<file path="src/rtl/tsf_pkg.sv">
// Shared types and constants of the TCP server connection state machine.
package tsf_pkg;

    localparam int SEQ_W = 32;
    localparam int LEN_W = 16;

    typedef enum logic [2:0] {
        ST_CLOSED    = 3'd0,
        ST_SYN_RCVD  = 3'd1,
        ST_ESTAB     = 3'd2,
        ST_FIN_WAIT1 = 3'd3,
        ST_FIN_WAIT2 = 3'd4
    } conn_state_t;

    typedef enum logic [1:0] {
        KIND_SYNACK = 2'd0,
        KIND_ACK    = 2'd1,
        KIND_ANSWER = 2'd2
    } seg_kind_t;

    // One accepted segment's worth of replies, one or two of them
    typedef struct packed {
        logic              two;
        seg_kind_t         kind0;
        logic [SEQ_W-1:0]  ack0;
        seg_kind_t         kind1;
        logic [SEQ_W-1:0]  ack1;
        logic [SEQ_W-1:0]  seq;
        conn_state_t       state;
    } tsf_entry_t;

endpackage

</file>
<file path="src/rtl/tsf_if.sv">
// Channel interfaces: received segment headers in, segments to send out.
interface tsf_in_if;
    logic        valid;
    logic        ready;
    logic        syn_flag;
    logic        ack_flag;
    logic        fin_flag;
    logic        rst_flag;
    logic [31:0] remote_seq;
    logic [31:0] remote_ack;
    logic [15:0] payload_len;
    logic [31:0] initial_seq;

    modport source (
        output valid, syn_flag, ack_flag, fin_flag, rst_flag,
               remote_seq, remote_ack, payload_len, initial_seq,
        input  ready
    );
    modport sink (
        input  valid, syn_flag, ack_flag, fin_flag, rst_flag,
               remote_seq, remote_ack, payload_len, initial_seq,
        output ready
    );
endinterface

interface tsf_out_if;
    logic        valid;
    logic        ready;
    logic [1:0]  segment_kind;
    logic [31:0] seq_number;
    logic [31:0] ack_number;
    logic [2:0]  conn_state;
    logic        last;

    modport source (
        output valid, segment_kind, seq_number, ack_number, conn_state, last,
        input  ready
    );
    modport sink (
        input  valid, segment_kind, seq_number, ack_number, conn_state, last,
        output ready
    );
endinterface

</file>
<file path="src/rtl/tcp_server_connection_fsm.sv">
// Top level of the single-connection passive TCP responder.
//
// rx_seg carries one received segment header per beat: flags, remote
// sequence and acknowledgment numbers, payload length and a fresh initial
// sequence number. tx_seg carries the segments to send, zero to two per
// received beat (SYN+ACK, ACK, or the request answer), each with our
// sequence and acknowledgment numbers, the connection state after the
// whole received segment, and last set on the final reply of that segment.
// The front end takes a beat every cycle while the reply queue has room and
// updates the connection state in that same cycle; the back end sends one
// reply beat per cycle from a registered output while tx_seg is ready. A
// reply is written into the queue and then loaded into the output register
// before it appears on tx_seg. Sustained rate is one received beat per cycle
// while tx_seg is ready; a beat with two replies holds the output for both.
// Reset puts the connection in closed with both numbers at zero and empties
// the queue. When tx_seg stalls, replies collect in the queue; once it holds
// QUEUE_DEPTH entries, rx_seg ready drops until the back end loads the last
// reply of the oldest entry into its output register and frees its slot.
module tcp_server_connection_fsm #(
    parameter int QUEUE_DEPTH = 2
) (
    input  logic      clk,
    input  logic      rst_n,
    tsf_in_if.sink    rx_seg,
    tsf_out_if.source tx_seg
);
    import tsf_pkg::*;

    tsf_entry_t push_entry;
    tsf_entry_t head;
    logic       push;
    logic       pop;
    logic       full;
    logic       empty;

    tsf_front u_front (
        .clk        (clk),
        .rst_n      (rst_n),
        .rx         (rx_seg),
        .q_full     (full),
        .push       (push),
        .push_entry (push_entry)
    );

    tsf_queue #(
        .DEPTH (QUEUE_DEPTH)
    ) u_queue (
        .clk        (clk),
        .rst_n      (rst_n),
        .push       (push),
        .push_entry (push_entry),
        .full       (full),
        .pop        (pop),
        .head       (head),
        .empty      (empty)
    );

    tsf_back u_back (
        .clk   (clk),
        .rst_n (rst_n),
        .head  (head),
        .empty (empty),
        .pop   (pop),
        .tx    (tx_seg)
    );

endmodule

</file>
<file path="src/rtl/tsf_front.sv">
// Front end: accepts segment headers, runs the connection state machine,
// and queues the replies each segment causes.
module tsf_front (
    input  logic               clk,
    input  logic               rst_n,
    tsf_in_if.sink             rx,
    input  logic               q_full,
    output logic               push,
    output tsf_pkg::tsf_entry_t push_entry
);
    import tsf_pkg::*;

    conn_state_t       state_reg, state_next, st_eff, st_step;
    logic [SEQ_W-1:0]  seq_reg, seq_next, seq_step;
    logic [SEQ_W-1:0]  ack_reg, ack_next, ack_step;
    logic [SEQ_W-1:0]  plus_one, plus_len;
    logic [1:0]        n_res;
    logic              has_data;
    logic              accept;

    assign rx.ready = !q_full;
    assign accept   = rx.valid && rx.ready;

    assign plus_one = rx.remote_seq + 32'd1;
    assign plus_len = rx.remote_seq + {16'd0, rx.payload_len};
    assign has_data = rx.ack_flag && (rx.payload_len != 16'd0);

    // Next state: a SYN in established or any closing state restarts from closed
    always_comb
    begin
        st_eff = state_reg;
        if (rx.syn_flag && state_reg != ST_CLOSED && state_reg != ST_SYN_RCVD)
        begin
            st_eff = ST_CLOSED;
        end
        case (st_eff)
            ST_CLOSED:
            begin
                st_step = rx.syn_flag ? ST_SYN_RCVD : ST_CLOSED;
            end
            ST_SYN_RCVD:
            begin
                if (rx.rst_flag)
                    st_step = ST_CLOSED;
                else if (rx.ack_flag)
                    st_step = has_data ? ST_FIN_WAIT1 : ST_ESTAB;
                else
                    st_step = ST_SYN_RCVD;
            end
            ST_ESTAB:
            begin
                if (rx.rst_flag || rx.fin_flag)
                    st_step = ST_CLOSED;
                else if (rx.ack_flag)
                    st_step = has_data ? ST_FIN_WAIT1 : ST_ESTAB;
                else
                    st_step = ST_ESTAB;
            end
            ST_FIN_WAIT1:
            begin
                if (rx.fin_flag)
                    st_step = ST_CLOSED;
                else if (rx.ack_flag)
                    st_step = ST_FIN_WAIT2;
                else
                    st_step = ST_FIN_WAIT1;
            end
            ST_FIN_WAIT2:
            begin
                st_step = rx.fin_flag ? ST_CLOSED : ST_FIN_WAIT2;
            end
            default:
            begin
                st_step = ST_CLOSED;
            end
        endcase
        state_next = accept ? st_step : state_reg;
    end

    // Outputs: number updates and the replies to queue
    always_comb
    begin
        seq_step         = seq_reg;
        ack_step         = ack_reg;
        n_res            = 2'd0;
        push_entry.kind0 = KIND_ACK;
        push_entry.ack0  = ack_reg;
        push_entry.kind1 = KIND_ACK;
        push_entry.ack1  = ack_reg;
        case (st_eff)
            ST_CLOSED:
            begin
                if (rx.syn_flag)
                begin
                    seq_step         = rx.initial_seq;
                    ack_step         = plus_one;
                    n_res            = 2'd1;
                    push_entry.kind0 = KIND_SYNACK;
                    push_entry.ack0  = plus_one;
                end
            end
            ST_SYN_RCVD:
            begin
                if (!rx.rst_flag && rx.ack_flag)
                begin
                    seq_step = rx.remote_ack;
                    if (has_data)
                    begin
                        ack_step         = plus_len;
                        n_res            = 2'd1;
                        push_entry.kind0 = KIND_ANSWER;
                        push_entry.ack0  = plus_len;
                    end
                end
            end
            ST_ESTAB:
            begin
                if (!rx.rst_flag)
                begin
                    if (rx.ack_flag)
                        seq_step = rx.remote_ack;
                    if (has_data)
                    begin
                        ack_step         = plus_len;
                        n_res            = 2'd1;
                        push_entry.kind0 = KIND_ANSWER;
                        push_entry.ack0  = plus_len;
                    end
                    if (rx.fin_flag)
                    begin
                        ack_step = plus_one;
                        if (has_data)
                        begin
                            n_res            = 2'd2;
                            push_entry.kind1 = KIND_ACK;
                            push_entry.ack1  = plus_one;
                        end
                        else
                        begin
                            n_res            = 2'd1;
                            push_entry.kind0 = KIND_ACK;
                            push_entry.ack0  = plus_one;
                        end
                    end
                end
            end
            ST_FIN_WAIT1, ST_FIN_WAIT2:
            begin
                if (rx.fin_flag)
                begin
                    ack_step         = plus_one;
                    n_res            = 2'd1;
                    push_entry.kind0 = KIND_ACK;
                    push_entry.ack0  = plus_one;
                end
            end
            default:
            begin
                n_res = 2'd0;
            end
        endcase
        push_entry.two   = (n_res == 2'd2);
        push_entry.seq   = seq_step;
        push_entry.state = st_step;
        push             = accept && (n_res != 2'd0);
        seq_next         = accept ? seq_step : seq_reg;
        ack_next         = accept ? ack_step : ack_reg;
    end

    // Hold connection state between beats
    always_ff @(posedge clk or negedge rst_n)
    begin
        if (!rst_n)
        begin
            state_reg <= ST_CLOSED;
            seq_reg   <= '0;
            ack_reg   <= '0;
        end
        else
        begin
            state_reg <= state_next;
            seq_reg   <= seq_next;
            ack_reg   <= ack_next;
        end
    end

    a_push_on_accept: assert property (@(posedge clk) disable iff (!rst_n)
        push |-> (rx.valid && rx.ready))
        else $error("reply queued without an accepted beat");

endmodule

</file>
<file path="src/rtl/tsf_queue.sv">
// Short queue of reply entries between the front and back ends.
module tsf_queue #(
    parameter int DEPTH = 2
) (
    input  logic                clk,
    input  logic                rst_n,
    input  logic                push,
    input  tsf_pkg::tsf_entry_t push_entry,
    output logic                full,
    input  logic                pop,
    output tsf_pkg::tsf_entry_t head,
    output logic                empty
);
    import tsf_pkg::*;

    localparam int PTR_W = $clog2(DEPTH);
    localparam int CNT_W = $clog2(DEPTH + 1);
    localparam logic [PTR_W-1:0] LAST_PTR = PTR_W'(DEPTH - 1);

    tsf_entry_t        mem_reg [DEPTH];
    logic [PTR_W-1:0]  wr_ptr_reg, wr_ptr_next;
    logic [PTR_W-1:0]  rd_ptr_reg, rd_ptr_next;
    logic [CNT_W-1:0]  count_reg, count_next;

    assign full  = (count_reg == CNT_W'(DEPTH));
    assign empty = (count_reg == '0);
    assign head  = mem_reg[rd_ptr_reg];

    // Advance pointers and fill count
    always_comb
    begin
        wr_ptr_next = wr_ptr_reg;
        rd_ptr_next = rd_ptr_reg;
        count_next  = count_reg;
        if (push)
            wr_ptr_next = (wr_ptr_reg == LAST_PTR) ? '0 : wr_ptr_reg + 1'b1;
        if (pop)
            rd_ptr_next = (rd_ptr_reg == LAST_PTR) ? '0 : rd_ptr_reg + 1'b1;
        if (push && !pop)
            count_next = count_reg + 1'b1;
        else if (pop && !push)
            count_next = count_reg - 1'b1;
    end

    always_ff @(posedge clk or negedge rst_n)
    begin
        if (!rst_n)
        begin
            wr_ptr_reg <= '0;
            rd_ptr_reg <= '0;
            count_reg  <= '0;
        end
        else
        begin
            wr_ptr_reg <= wr_ptr_next;
            rd_ptr_reg <= rd_ptr_next;
            count_reg  <= count_next;
        end
    end

    // Write the entry storage
    always_ff @(posedge clk)
    begin
        if (push)
            mem_reg[wr_ptr_reg] <= push_entry;
    end

    a_no_overflow: assert property (@(posedge clk) disable iff (!rst_n)
        push |-> !full)
        else $error("push into a full reply queue");

    a_no_underflow: assert property (@(posedge clk) disable iff (!rst_n)
        pop |-> !empty)
        else $error("pop from an empty reply queue");

endmodule

</file>
<file path="src/rtl/tsf_back.sv">
// Back end: unpacks queued entries into single segment beats.
module tsf_back (
    input  logic                clk,
    input  logic                rst_n,
    input  tsf_pkg::tsf_entry_t head,
    input  logic                empty,
    output logic                pop,
    tsf_out_if.source           tx
);
    import tsf_pkg::*;

    logic              valid_reg, valid_next;
    logic              part_reg, part_next;
    logic              load;
    logic              head_last;
    seg_kind_t         kind_reg;
    logic [SEQ_W-1:0]  seq_reg;
    logic [SEQ_W-1:0]  ack_reg;
    conn_state_t       state_reg;
    logic              last_reg;

    assign load      = !empty && (!valid_reg || tx.ready);
    assign head_last = part_reg || !head.two;
    assign pop       = load && head_last;

    // Step through the parts of the head entry
    always_comb
    begin
        valid_next = valid_reg;
        part_next  = part_reg;
        if (load)
        begin
            valid_next = 1'b1;
            part_next  = !head_last;
        end
        else if (tx.ready)
        begin
            valid_next = 1'b0;
        end
    end

    always_ff @(posedge clk or negedge rst_n)
    begin
        if (!rst_n)
        begin
            valid_reg <= 1'b0;
            part_reg  <= 1'b0;
        end
        else
        begin
            valid_reg <= valid_next;
            part_reg  <= part_next;
        end
    end

    // Load the output beat
    always_ff @(posedge clk)
    begin
        if (load)
        begin
            kind_reg  <= part_reg ? head.kind1 : head.kind0;
            ack_reg   <= part_reg ? head.ack1 : head.ack0;
            seq_reg   <= head.seq;
            state_reg <= head.state;
            last_reg  <= head_last;
        end
    end

    assign tx.valid        = valid_reg;
    assign tx.segment_kind = kind_reg;
    assign tx.seq_number   = seq_reg;
    assign tx.ack_number   = ack_reg;
    assign tx.conn_state   = state_reg;
    assign tx.last         = last_reg;

    a_second_part_waits: assert property (@(posedge clk) disable iff (!rst_n)
        part_reg |-> (!empty && head.two))
        else $error("second reply pending without a two-reply entry");

    a_first_of_two_not_last: assert property (@(posedge clk) disable iff (!rst_n)
        (load && !part_reg && head.two) |=> (valid_reg && !last_reg && part_reg))
        else $error("first of two replies marked last");

endmodule
</file>
<file path="src/flat_wrapper.sv">
// flat-port wrapper written by rule: the top's interface ports become plain ports
module tcp_server_connection_fsm_flat import tsf_pkg::*;
#(
    parameter int QUEUE_DEPTH = 2
)
  (clk, rst_n, rx_seg_valid, rx_seg_syn_flag, rx_seg_ack_flag, rx_seg_fin_flag, rx_seg_rst_flag, rx_seg_remote_seq, rx_seg_remote_ack, rx_seg_payload_len, rx_seg_initial_seq, rx_seg_ready, tx_seg_valid, tx_seg_segment_kind, tx_seg_seq_number, tx_seg_ack_number, tx_seg_conn_state, tx_seg_last, tx_seg_ready);
  tsf_in_if rx_seg_i ();
  tsf_out_if tx_seg_i ();
  input  logic clk;
  input  logic rst_n;
  input wire logic [$bits(rx_seg_i.valid)-1:0] rx_seg_valid;
  input wire logic [$bits(rx_seg_i.syn_flag)-1:0] rx_seg_syn_flag;
  input wire logic [$bits(rx_seg_i.ack_flag)-1:0] rx_seg_ack_flag;
  input wire logic [$bits(rx_seg_i.fin_flag)-1:0] rx_seg_fin_flag;
  input wire logic [$bits(rx_seg_i.rst_flag)-1:0] rx_seg_rst_flag;
  input wire logic [$bits(rx_seg_i.remote_seq)-1:0] rx_seg_remote_seq;
  input wire logic [$bits(rx_seg_i.remote_ack)-1:0] rx_seg_remote_ack;
  input wire logic [$bits(rx_seg_i.payload_len)-1:0] rx_seg_payload_len;
  input wire logic [$bits(rx_seg_i.initial_seq)-1:0] rx_seg_initial_seq;
  output wire logic [$bits(rx_seg_i.ready)-1:0] rx_seg_ready;
  output wire logic [$bits(tx_seg_i.valid)-1:0] tx_seg_valid;
  output wire logic [$bits(tx_seg_i.segment_kind)-1:0] tx_seg_segment_kind;
  output wire logic [$bits(tx_seg_i.seq_number)-1:0] tx_seg_seq_number;
  output wire logic [$bits(tx_seg_i.ack_number)-1:0] tx_seg_ack_number;
  output wire logic [$bits(tx_seg_i.conn_state)-1:0] tx_seg_conn_state;
  output wire logic [$bits(tx_seg_i.last)-1:0] tx_seg_last;
  input wire logic [$bits(tx_seg_i.ready)-1:0] tx_seg_ready;
  assign rx_seg_i.valid = rx_seg_valid;
  assign rx_seg_i.syn_flag = rx_seg_syn_flag;
  assign rx_seg_i.ack_flag = rx_seg_ack_flag;
  assign rx_seg_i.fin_flag = rx_seg_fin_flag;
  assign rx_seg_i.rst_flag = rx_seg_rst_flag;
  assign rx_seg_i.remote_seq = rx_seg_remote_seq;
  assign rx_seg_i.remote_ack = rx_seg_remote_ack;
  assign rx_seg_i.payload_len = rx_seg_payload_len;
  assign rx_seg_i.initial_seq = rx_seg_initial_seq;
  assign rx_seg_ready = rx_seg_i.ready;
  assign tx_seg_valid = tx_seg_i.valid;
  assign tx_seg_segment_kind = tx_seg_i.segment_kind;
  assign tx_seg_seq_number = tx_seg_i.seq_number;
  assign tx_seg_ack_number = tx_seg_i.ack_number;
  assign tx_seg_conn_state = tx_seg_i.conn_state;
  assign tx_seg_last = tx_seg_i.last;
  assign tx_seg_i.ready = tx_seg_ready;
  tcp_server_connection_fsm #(.QUEUE_DEPTH(QUEUE_DEPTH)) u_core (.clk(clk), .rst_n(rst_n), .rx_seg(rx_seg_i), .tx_seg(tx_seg_i));
endmodule
</file>
<file path="config.mk">
export PLATFORM = sky130hd
export DESIGN_NAME = tcp_server_connection_fsm_flat
export DESIGN_NICKNAME = d
export VERILOG_FILES = /design/src/rtl/tsf_pkg.sv /design/src/rtl/tsf_if.sv /design/src/rtl/tcp_server_connection_fsm.sv /design/src/rtl/tsf_front.sv /design/src/rtl/tsf_queue.sv /design/src/rtl/tsf_back.sv /design/src/flat_wrapper.sv
export SDC_FILE = /design/constraint.sdc
export NUM_CORES = 1
export LEC_CHECK = 0
export BUFFER_PORTS_ARGS = -buffer_cell sky130_fd_sc_hd__buf_2
export CAP_MARGIN = 0
export CORE_MARGIN = 2
export CORE_UTILIZATION = 40
export CTS_CLUSTER_DIAMETER = 200
export CTS_CLUSTER_SIZE = 14
export DETAILED_ROUTE_END_ITERATION = 7
export PLACE_DENSITY = 0.63
export SKIP_CTS_REPAIR_TIMING = 1
export SYNTH_ARGS = -nofsm -noshare
export SYNTH_HDL_FRONTEND = slang
export SYNTH_SLANG_ARGS = --single-unit
export TNS_END_PERCENT = 1
</file>
<file path="constraint.sdc">
create_clock -name clk -period 6.6 [get_ports clk]
set_clock_uncertainty 0.1 [all_clocks]
set_input_delay 0.99 -clock clk [delete_from_list [all_inputs] [get_ports clk]]
set_output_delay 0.99 -clock clk [all_outputs]
set_load 0.05 [all_outputs]
</file>
==> summary.md <==
| Metric | Value |
|---|---|
| PD cells | ~440 nW/um2 |
| Synth cell types | 81 |
| Total number of placement rows | between 70 and 80 |
| I/O pin count | 192 |
| CP endpoint kind | flop |
| Maximum number of pins on one net before global-route repair | between 80 and 90 |
| Share of final-layout standard cells stronger than drive strength 1 | 0.235 |
| Timing-limited maximum frequency | 225 MHz |
| Cell Area, Synth | roughly 18000 um2 |
| Number of warnings printed during yosys synthesis | 0 |
| Synth async-reset ratio | 0.210 |
| Later-pin clock latency in the skew report | ~0.60 ns |
| Global placer's final weighted congestion | ~0.96 |
| Post-Syn Nets | 1621 |
| Number of antenna violations at the first check in global routing | 1 |
| CTS root buf | clkbuf_16 |
| M1 wire length | between 20000 and 25000 um |
| Wire length of the first global-routing pass | 74000 um |
| Cell type with the highest aggregate area in the netlist | edfxtp_1 |
| Count of placed standard cells including taps | approximately 2.2k |
| Detail Route met2 WL | ~22000 um |
| Initial core utilization | 0.407 |
| Average cell area after synthesis | around 12 um2 |
| Via count of the first global-routing pass | approximately 13k |
| Die Footprint | about 46000 um2 |
| Post-detail-place hpwl | between 30000 and 40000 um |
| TritonCTS Sinks | approximately 350 |
| First-iteration detailed-routing DRC count | about 1.3k |
| Kind of critical path | reg -> reg |
| Highest metal layer with signal wires | met5 |
| Final max-slew violation count | 0 |
| Post-route antenna net violation count | 0 |
| Time the final worst path needs with I/O delays and setup | approximately 4.4 ns |
| Maximum number of buffers from clock root to sink | 3 |
| Final setup margin | between 2 and 2.5 ns |
| Accumulated negative setup slack | 0 ns |
| Post-synthesis sequential element count | 347 |
| Wire length after detailed routing | slightly below 50000 um |
| Hold WC Path Type | in -> async |
| Area added between synthesis and finish | 13.3% |
| Unrepaired setup endpoints after global routing | false |
| EDFF count, synth | between 200 and 300 |
| Clock tree from TritonCTS | built |
| Data required time of the critical path | a little under 7 ns |
| Routed via count | 13.0k |
| Ordered cell list for the critical path | or3b_2 -> a21oi_1 -> inv_1 -> o21ai_1 -> a21oi_1 -> o21ai_0 -> a21oi_1 -> o21ai_0 |
| Max FFs per register | around 200 |
| Worst-case setup slack after placement | about 1.8 ns |
| Register area share after synthesis | 0.572 |
| Top cells by area in the synthesized netlist | edfxtp_1 (47%), dfrtp_1 (10%), mux2_2 (4.8%) |
| Leakage power | roughly 7.3 nW |
| Final Cycle Share | 0.674 |
| Gr usage total | 0.212 |
| Clock edge transition at the registers on the reported setup and hold paths | about 0.070 ns |
| VDD IR-drop max | around 0.00024 V |
| First-pass iteration count of the detailed router | 6 |
| Data arrival time of the critical path | approximately 4.7 ns |
| Port bufs | about 190 |
| Worst Max-Slew Pin Slew | 1.17 ns |
| Routed met3 length | 4620 um |
| Startpoint type of the worst setup path | flop |
| Largest incremental delay on the critical path | 0.90 ns |
| R2R setup slack | around 2.2 ns |
| Outcome | finished, final reports clean |
| Inserted Clock Buffers | 28 |
| Routed WL per cell | about 22 um |
| Post-layout instance count excluding filler cells | about 2.2k |
| DRC violations left | 0 |
| # setup viols final | 0 |
| Max-slew headroom at the worst pin | 0.221 |
| Max-cap violations | 0 |
| End-of-flow core utilization | 0.460 |
| Area share of the leading cell type in the synthesized netlist | 0.468 |
| Most prevalent standard cell on the critical path | a21oi_1 |
| Dominant synthesized flop cell | edfxtp_1 |
| Area inside the core boundary | 43300 um2 |
| Number of nets in the layout | 1768 |
| Final hold slack | around 0.20 ns |
| Post-Synthesis Cells | 1478 |
| # H-tree levels | 1 |
| Library cell contributing the largest single delay on the critical path | a21oi_1 |
| Antenna cell count | 0 |
| Critical path peak fanout | 15 |
| GRT overflow | 0 |
| Horiz. Die Dim | 214 um |
| Vertical extent of the die | approximately 210 um |
| Total count of hold-check failures in the final report | 0 |
| Ratio of routed vias to standard cells | slightly below 6 |
-- worst max-delay path: cells and delay by family (launching register included) --
family / cells / cell delay, ns
AO/OA/AOI/OAI: 6 / 2.79
flip-flops: 1 / 0.64
AND/OR/NAND/NOR: 1 / 0.52
buffers and inverters: 1 / 0.15
-- where the power goes --
part | internal (W) | total [W] | switching, W
clock network | 0.000801 | 0.00155 | 0.000745
logic | 0.00114 | 0.00354 | 0.00240
registers | 0.00333 | 0.00366 | 0.000328
-- logic make-up (layout without fill, tap and decap cells) --
kind of cell / after synthesis / in the layout / share of synthesized area
fa+ha+maj: 23 / 23 / 0.0168
simple gates: 404 / 404 / 0.107
flops: 347 / 347 / 0.572
buf+inv: 117 / 286 / 0.0289
compound gates: 411 / 411 / 0.152
mux: 113 / 113 / 0.0924
xor+xnor: 63 / 63 / 0.0314
-- metal layers --
metal | GRT usage | vias to the layer above
met2 | 0.333 | 626
met5 | 0.00216 | -
met1 | 0.291 | 6321
met4 | 0.0742 | 2
li1 | - | 5940
met3 | 0.0472 | 102
-- path summary, 6_finish.rpt --
| check | start | to | depth (start not counted) |
|---|---|---|---|
| setup reg to reg | u_core.u_front.state_reg[2] | u_core.u_queue.mem_reg[1][79] | 8 |
| hold / removal | rst_n | u_core.u_front.seq_reg[24] | 1 |
| setup / recovery | u_core.u_front.state_reg[2] | u_core.u_queue.mem_reg[1][79] | 8 |
| min in group clk | u_core.u_queue.count_reg[1] | u_core.u_queue.count_reg[1] | 1 |
| hold reg to reg | u_core.u_queue.count_reg[1] | u_core.u_queue.count_reg[1] | 1 |
| max in group asynchronous | rst_n | u_core.u_queue.rd_ptr_reg | 2 |
-- cell usage in the layout (no fill, tap or decap), types with 13 or more instances in the layout --
| master | n |
|---|---|
| a22oi_1 | 38 |
| nand2_1 | 176 |
| mux2_2 | 75 |
| inv_1 | 16 |
| a21oi_1 | 95 |
| and3_1 | 19 |
| nor3_1 | 14 |
| dfrtp_1 | 72 |
| xnor2_1 | 27 |
| clkbuf_16 | 28 |
| nor2_1 | 88 |
| ha_1 | 22 |
| nand3_1 | 28 |
| o221ai_1 | 14 |
| xor2_1 | 36 |
| clkbuf_1 | 22 |
| o21ai_0 | 118 |
| a211oi_1 | 13 |
| buf_2 | 190 |
| buf_4 | 25 |
| edfxtp_1 | 274 |
| mux4_2 | 32 |
| a221oi_1 | 14 |
| a221o_1 | 13 |
-- synthesized netlist by cell type (6+ instances only) --
library cell / n
xor2_1: 36
mux2i_1: 6
nand4_1: 12
buf_2: 19
nand2_1: 178
a21o_1: 7
nand2b_1: 8
o211ai_1: 12
o21ai_0: 118
a31oi_1: 11
mux2_2: 75
buf_1: 10
a221o_1: 13
a221oi_1: 14
nand3_1: 28
clkbuf_1: 63
o22ai_1: 10
nor2_1: 90
dfrtp_1: 73
xnor2_1: 27
inv_1: 16
or2_2: 6
ha_1: 22
a211oi_1: 13
a22oi_1: 38
edfxtp_1: 274
a21oi_1: 97
nor3_1: 14
mux4_2: 32
and2_1: 9
and3_1: 19
o221ai_1: 14
o21a_1: 6
-- area by class of cell --
| type | count | area (um2) |
|---|---|---|
| Tap cell | 585 | 732 |
| Multi-Input combinational cell | 1014 | 7080 |
| Clock inverter | 2 | 21.3 |
| Fill cell | 3929 | 23300 |
| Timing Repair Buffer | 217 | 1180 |
| Sequential cell | 347 | 10100 |
| Clock buffer | 50 | 783 |
| Inverter | 17 | 68.8 |
-- stage by stage --
stage	area, um2	power [W]
finish	19900	0.00875
global route	19900	0.00922
CTS	19900	0.00882
detailed placement	19100	0.00725
global placement	19100	0.00717
floorplan	17600	0.00620
Note: power is estimated with default switching activity, not from simulation.
